<file path="config.mk">
export PLATFORM = sky130hd
export DESIGN_NAME = sbc_lerp
export DESIGN_NICKNAME = d
export VERILOG_FILES = /design/src/design/segment_box_clip_3d_defines.svh /design/src/design/sbc_pkg.sv /design/src/design/sbc_lerp.sv
export SDC_FILE = /design/constraint.sdc
export NUM_CORES = 1
export LEC_CHECK = 0
export ABC_AREA = 1
export BUFFER_PORTS_ARGS = -buffer_cell sky130_fd_sc_hd__buf_2
export CAP_MARGIN = 10
export CORE_UTILIZATION = 30
export CTS_CLUSTER_SIZE = 12
export DETAILED_ROUTE_END_ITERATION = 10
export PLACE_DENSITY_LB_ADDON = 0.12
export SETUP_SLACK_MARGIN = 0.15
export SYNTH_ARGS = -nofsm -noshare
export SYNTH_HDL_FRONTEND = slang
export SYNTH_SLANG_ARGS = --single-unit
export TNS_END_PERCENT = 10
</file>
<file path="constraint.sdc">
create_clock -name i_clk -period 11.6 [get_ports i_clk]
set_clock_uncertainty 0.2 [all_clocks]
set_input_delay 2.32 -clock i_clk [delete_from_list [all_inputs] [get_ports i_clk]]
set_output_delay 2.32 -clock i_clk [all_outputs]
set_load 0.05 [all_outputs]
</file>
<file path="src/design/segment_box_clip_3d_defines.svh">
// ----------------------------------------------------------------------------
// segment_box_clip_3d_defines
// Assertion macros for the segment box clipper.
// ----------------------------------------------------------------------------
`ifndef SEGMENT_BOX_CLIP_3D_DEFINES_SVH
`define SEGMENT_BOX_CLIP_3D_DEFINES_SVH
`ifndef ASSERT_OFF
`define SBC_ASSERT(label, clk, rst_n, prop) \
    label: assert property (@(posedge clk) disable iff (!rst_n) prop) else $error("%m");
`define SBC_ASSERT_RST(label, clk, prop) \
    label: assert property (@(posedge clk) prop) else $error("%m");
`else
`define SBC_ASSERT(label, clk, rst_n, prop)
`define SBC_ASSERT_RST(label, clk, prop)
`endif
`endif

</file>
<file path="src/design/sbc_pkg.sv">
// ----------------------------------------------------------------------------
// sbc_pkg
// Types, widths and helpers shared by the segment box clipper.
// ----------------------------------------------------------------------------
package sbc_pkg;
    localparam int CW    = 24;
    localparam int FB    = 16;
    localparam int TW    = FB + 1;
    localparam int QW    = FB + 3;
    localparam int DW    = CW + 1;
    localparam int NTEST = 6;
    // Quotient bits resolved by the division steps; larger quotients only saturate
    localparam int QB    = FB + 2;

    localparam logic signed [QW-1:0] T_ZERO = '0;
    localparam logic signed [QW-1:0] T_ONE  = QW'(1) << FB;
    localparam logic [QW-1:0] CAP_POS = QW'(2) << FB;
    localparam logic [QW-1:0] CAP_NEG = (QW'(1) << FB) + QW'(1);

    typedef struct packed {
        logic signed [CW-1:0] start_x;
        logic signed [CW-1:0] start_y;
        logic signed [CW-1:0] start_z;
        logic signed [CW-1:0] end_x;
        logic signed [CW-1:0] end_y;
        logic signed [CW-1:0] end_z;
        logic signed [CW-1:0] box_min_x;
        logic signed [CW-1:0] box_min_y;
        logic signed [CW-1:0] box_min_z;
        logic signed [CW-1:0] box_max_x;
        logic signed [CW-1:0] box_max_y;
        logic signed [CW-1:0] box_max_z;
    } t_in;

    typedef struct packed {
        logic                 hit;
        logic [TW-1:0]        t_enter;
        logic [TW-1:0]        t_exit;
        logic signed [CW-1:0] clip_start_x;
        logic signed [CW-1:0] clip_start_y;
        logic signed [CW-1:0] clip_start_z;
        logic signed [CW-1:0] clip_end_x;
        logic signed [CW-1:0] clip_end_y;
        logic signed [CW-1:0] clip_end_z;
    } t_out;

    // State handed from cell to cell down the chain
    typedef struct packed {
        logic                 vld;
        logic                 ok;
        logic signed [QW-1:0] t0;
        logic signed [QW-1:0] t1;
        logic signed [CW-1:0] s_x;
        logic signed [CW-1:0] s_y;
        logic signed [CW-1:0] s_z;
        logic signed [CW-1:0] e_x;
        logic signed [CW-1:0] e_y;
        logic signed [CW-1:0] e_z;
        logic signed [CW-1:0] lo_x;
        logic signed [CW-1:0] lo_y;
        logic signed [CW-1:0] lo_z;
        logic signed [CW-1:0] hi_x;
        logic signed [CW-1:0] hi_y;
        logic signed [CW-1:0] hi_z;
    } t_tok;

    // Divider state carried alongside a token
    typedef struct packed {
        logic            act;
        logic            neg;
        logic            pneg;
        logic            sat;
        logic            ovf;
        logic [1:0]      nb;
        logic [DW-1:0]   b;
        logic [DW-1:0]   r;
        logic [QW-1:0]   quo;
    } t_div;
endpackage

</file>
<file path="src/design/sbc_lerp.sv">
// ----------------------------------------------------------------------------
// sbc_lerp
// Clipped endpoint: start + t*D (or the end point when i_use is low), magnitude truncated, two registered stages.
// ----------------------------------------------------------------------------
module sbc_lerp (
    input  logic                        i_clk,
    input  logic signed [sbc_pkg::CW-1:0] i_s,
    input  logic signed [sbc_pkg::CW-1:0] i_e,
    input  logic signed [sbc_pkg::QW-1:0] i_t,
    input  logic                        i_use,
    output logic signed [sbc_pkg::CW-1:0] o_v
);
    import sbc_pkg::*;

    logic signed [DW-1:0] w_d;
    logic [DW-1:0]        w_m;
    logic [DW+TW-1:0]     r_prod;
    logic                 r_neg, r_use;
    logic signed [CW-1:0] r_s, r_e;
    logic [DW-1:0]        w_inc;

    assign w_d = DW'(i_e) - DW'(i_s);
    assign w_m = w_d[DW-1] ? DW'(-w_d) : DW'(w_d);

    always_ff @(posedge i_clk) begin
        r_prod <= w_m * TW'(i_t);
        r_neg  <= w_d[DW-1];
        r_use  <= i_use;
        r_s    <= i_s;
        r_e    <= i_e;
    end

    assign w_inc = DW'(r_prod >> FB);

    always_ff @(posedge i_clk) begin
        if (!r_use) begin
            o_v <= r_e;
        end else if (r_neg) begin
            o_v <= CW'(DW'(r_s) - w_inc);
        end else begin
            o_v <= CW'(DW'(r_s) + w_inc);
        end
    end
endmodule

</file>
==> results.toml <==
[yosys]
netlist_area_mm2 = 0.01940
synth.avg_cell_area_um2 = 7.498
synth_edf_count = 0
synth_seq_area_share_pct = 10.11
ys_ff_latch = 98
synth_nets = 3151
ys.flop_type = "dfxtp_1"
synth-warning-count = 0
netlist_instances = 2587
ys_types = 51
async_reset_ff_share_pct = 0

[worst_setup_path]
crit_arrival_ps = 10800
critical_path_required_ps = 11670
reg2reg_to = "o_v[23]$_DFF_P_"
reg2reg_from = "r_prod[16]$_DFF_P_"
crit_path_start_kind = "input pin"
end_kind = "register"
worstRegToRegCells = 20
cp_common_cell = "nand2_1"
reg2reg_setup_slack_ps = 6740
crit_fanout = 14
crit_slowest_cell = "fa_1"
crit_path_max_incr_delay_ps = 570
critical_path_class = "input pin to register"

[floorplan]
rows = 92
start_util_pct = 30.58
io_pins = 93
fp.coreArea_mm2 = 0.06343
die_y_um = 256.3
dieArea_mm2 = 0.06568
die_w_um = 256.3

[placement]
gp_congestion = 0.9148
dp_hpwl_um = 52870
io_buffers = 90

[detailed_routing]
wire_per_inst_um = 17.61
vias_per_cell = 4.578
first_pass_iters = 5
drt_iter0_markers = 845
drc = 0
antenna_left = 0
dr_total_vias = 16217
drt_wl_total_um = 62390

[global_route]
first_global_vias = 17100
antenna_found_initial = 0
overflow = 0
grt_pass1_wl_um = 97090
grt.total_usage_pct = 19.43
grt_max_degree = 37

[cts]
clock_path_buffers = 2
cts_buffers = 9
cts_tree = "yes"
hold_buffers = 0
ctsHtreeMaxLevel = 3
clockRootBuffer = "clkbuf_16"
path_clk_slew_ps = 70
clk_latency_ps = 370
cts.sink_count = 98

[min_path]
hold_depth = 2
hold_class = "register to register"
hold_end = "o_v[17]$_DFF_P_"
hp-start = "r_e[17]$_DFF_P_"

[layout]
final_nets = 3256
areaGrowthSynthToFinish_pct = 10.29
diodes = 0
final_layout_size_suffix_gt1_share_pct = 8.865

[sta]
timing.final.crit_share_pct = 92.55
rsz0062_at_grt = "no"
tightest_slew_ps = 949.7
tns_ps = 0
slew_viol_final = 0
period_minus_slack_ps = 10740
slew-limit-headroom_pct = 36.30
setup_viol = 0
max_freq_ghz = 0.09315
hold_viol = 0

[outcome]
outcome = "completed"

[job]
drv_cap = 0
critical path, delay by kind of cell:
| kind | cells | cell delay, ps |
|---|---|---|
| adder cells (fa/ha/maj) | 9 | 4140 |
| AND/OR/NAND/NOR | 25 | 3380 |
| buffers and inverters | 8 | 920 |
how the worst max path moves through the flow:
stage / cells past startpoint / to / start / slack, ps
finish: 42 / r_prod[38]$_DFF_P_ / i_e[0] / 860
global route: 47 / r_prod[39]$_DFF_P_ / i_e[0] / 160
CTS: 43 / r_prod[38]$_DFF_P_ / i_e[0] / 740
detailed placement: 43 / r_prod[38]$_DFF_P_ / i_e[0] / 340
global placement: 43 / r_prod[38]$_DFF_P_ / i_e[0] / 360
floorplan: 43 / r_prod[39]$_DFF_P_ / i_e[0] / 1670
synthesized netlist by cell type (10+ instances only):
cell | number | area (um2)
nand4_1 | 17 | 106.4
inv_1 | 605 | 2271
nand2_2 | 19 | 118.9
buf_2 | 17 | 85.08
nor2_1 | 251 | 942.2
clkbuf_1 | 37 | 138.9
xnor2_1 | 24 | 210.2
clkinv_1 | 10 | 37.54
nor3_1 | 17 | 85.08
dfxtp_1 | 98 | 1962
ha_1 | 152 | 1902
nand2_1 | 640 | 2402
nand3_1 | 73 | 365.4
a21oi_1 | 82 | 410.4
xor2_1 | 43 | 376.6
o21ai_0 | 59 | 295.3
fa_1 | 343 | 6867
nor2_2 | 10 | 62.56
logic make-up after synthesis:
logic type | share of synthesized area (%)
fa+ha+maj | 45.20
simple gates | 22.63
buf+inv | 13.69
xor+xnor | 3.167
flops | 10.11
compound gates | 5.199
through the flow:
stage / area (um2) / utilization, % / hold slack (ps) / setup slack [ps] / std cells
after floorplan: 19400 / - / 196.0 / 1670 / 2587
after global placement: 21090 / 33.25 / 214.0 / 357.3 / 3527
after detailed placement: 21090 / 33.25 / 209.9 / 337.9 / 3527
after CTS: 21390 / 33.73 / 226.6 / 737.0 / 3542
after global routing: 21400 / 33.73 / 249.3 / 163.7 / 3542
final: 21400 / 33.73 / 223.9 / 864.2 / 3542
sequential cells by signal, indices dropped and copies added, names as in the netlist:
register,count
o_v,24
r_e,24
r_prod,24
r_s,24
r_neg,1
r_use,1
final cells by class:
| cell class | count | area (um2) |
|---|---|---|
| repair buffers | 156 | 945.9 |
| fillers | 6889 | 42030 |
| clock inverters | 3 | 47.55 |
| well taps | 846 | 1059 |
| clock buffers | 12 | 256.5 |
| inverters | 622 | 2344 |
| multi-input cells | 1805 | 14780 |
| flip-flops and latches | 98 | 1962 |
timing repair:
action                                  in CTS  in global routing
endpoints found under the setup margin       0                  4
gates resized for setup                      0                  1
setup buffers                                0                  0
layout by cell type, fill, tap and decap left out, drive strengths merged, types with 11 or more instances in the layout:
master  count
a21oi      86
buf       156
clkbuf     12
clkinv     11
dfxtp      98
fa        343
ha        152
inv       612
nand2     664
nand3      78
nand4      17
nor2      264
nor3       19
o21ai      62
or2        13
xnor2      24
xor2       44
routing by layer:
| metal | GRT usage [%] | vias up | share of wire (%) |
|---|---|---|---|
| met5 | 0 | - | 0 |
| met4 | 5.522 | 0 | 2.5 |
| met3 | 2.195 | 75 | 3.8 |
| met2 | 32.87 | 357 | 47 |
| met1 | 26.04 | 7949 | 46 |
| li1 | - | 7836 | - |
Power is left out: the tool's default activity adds up to more than one toggle a clock period on the data nets, which glitch-free logic cannot reach.
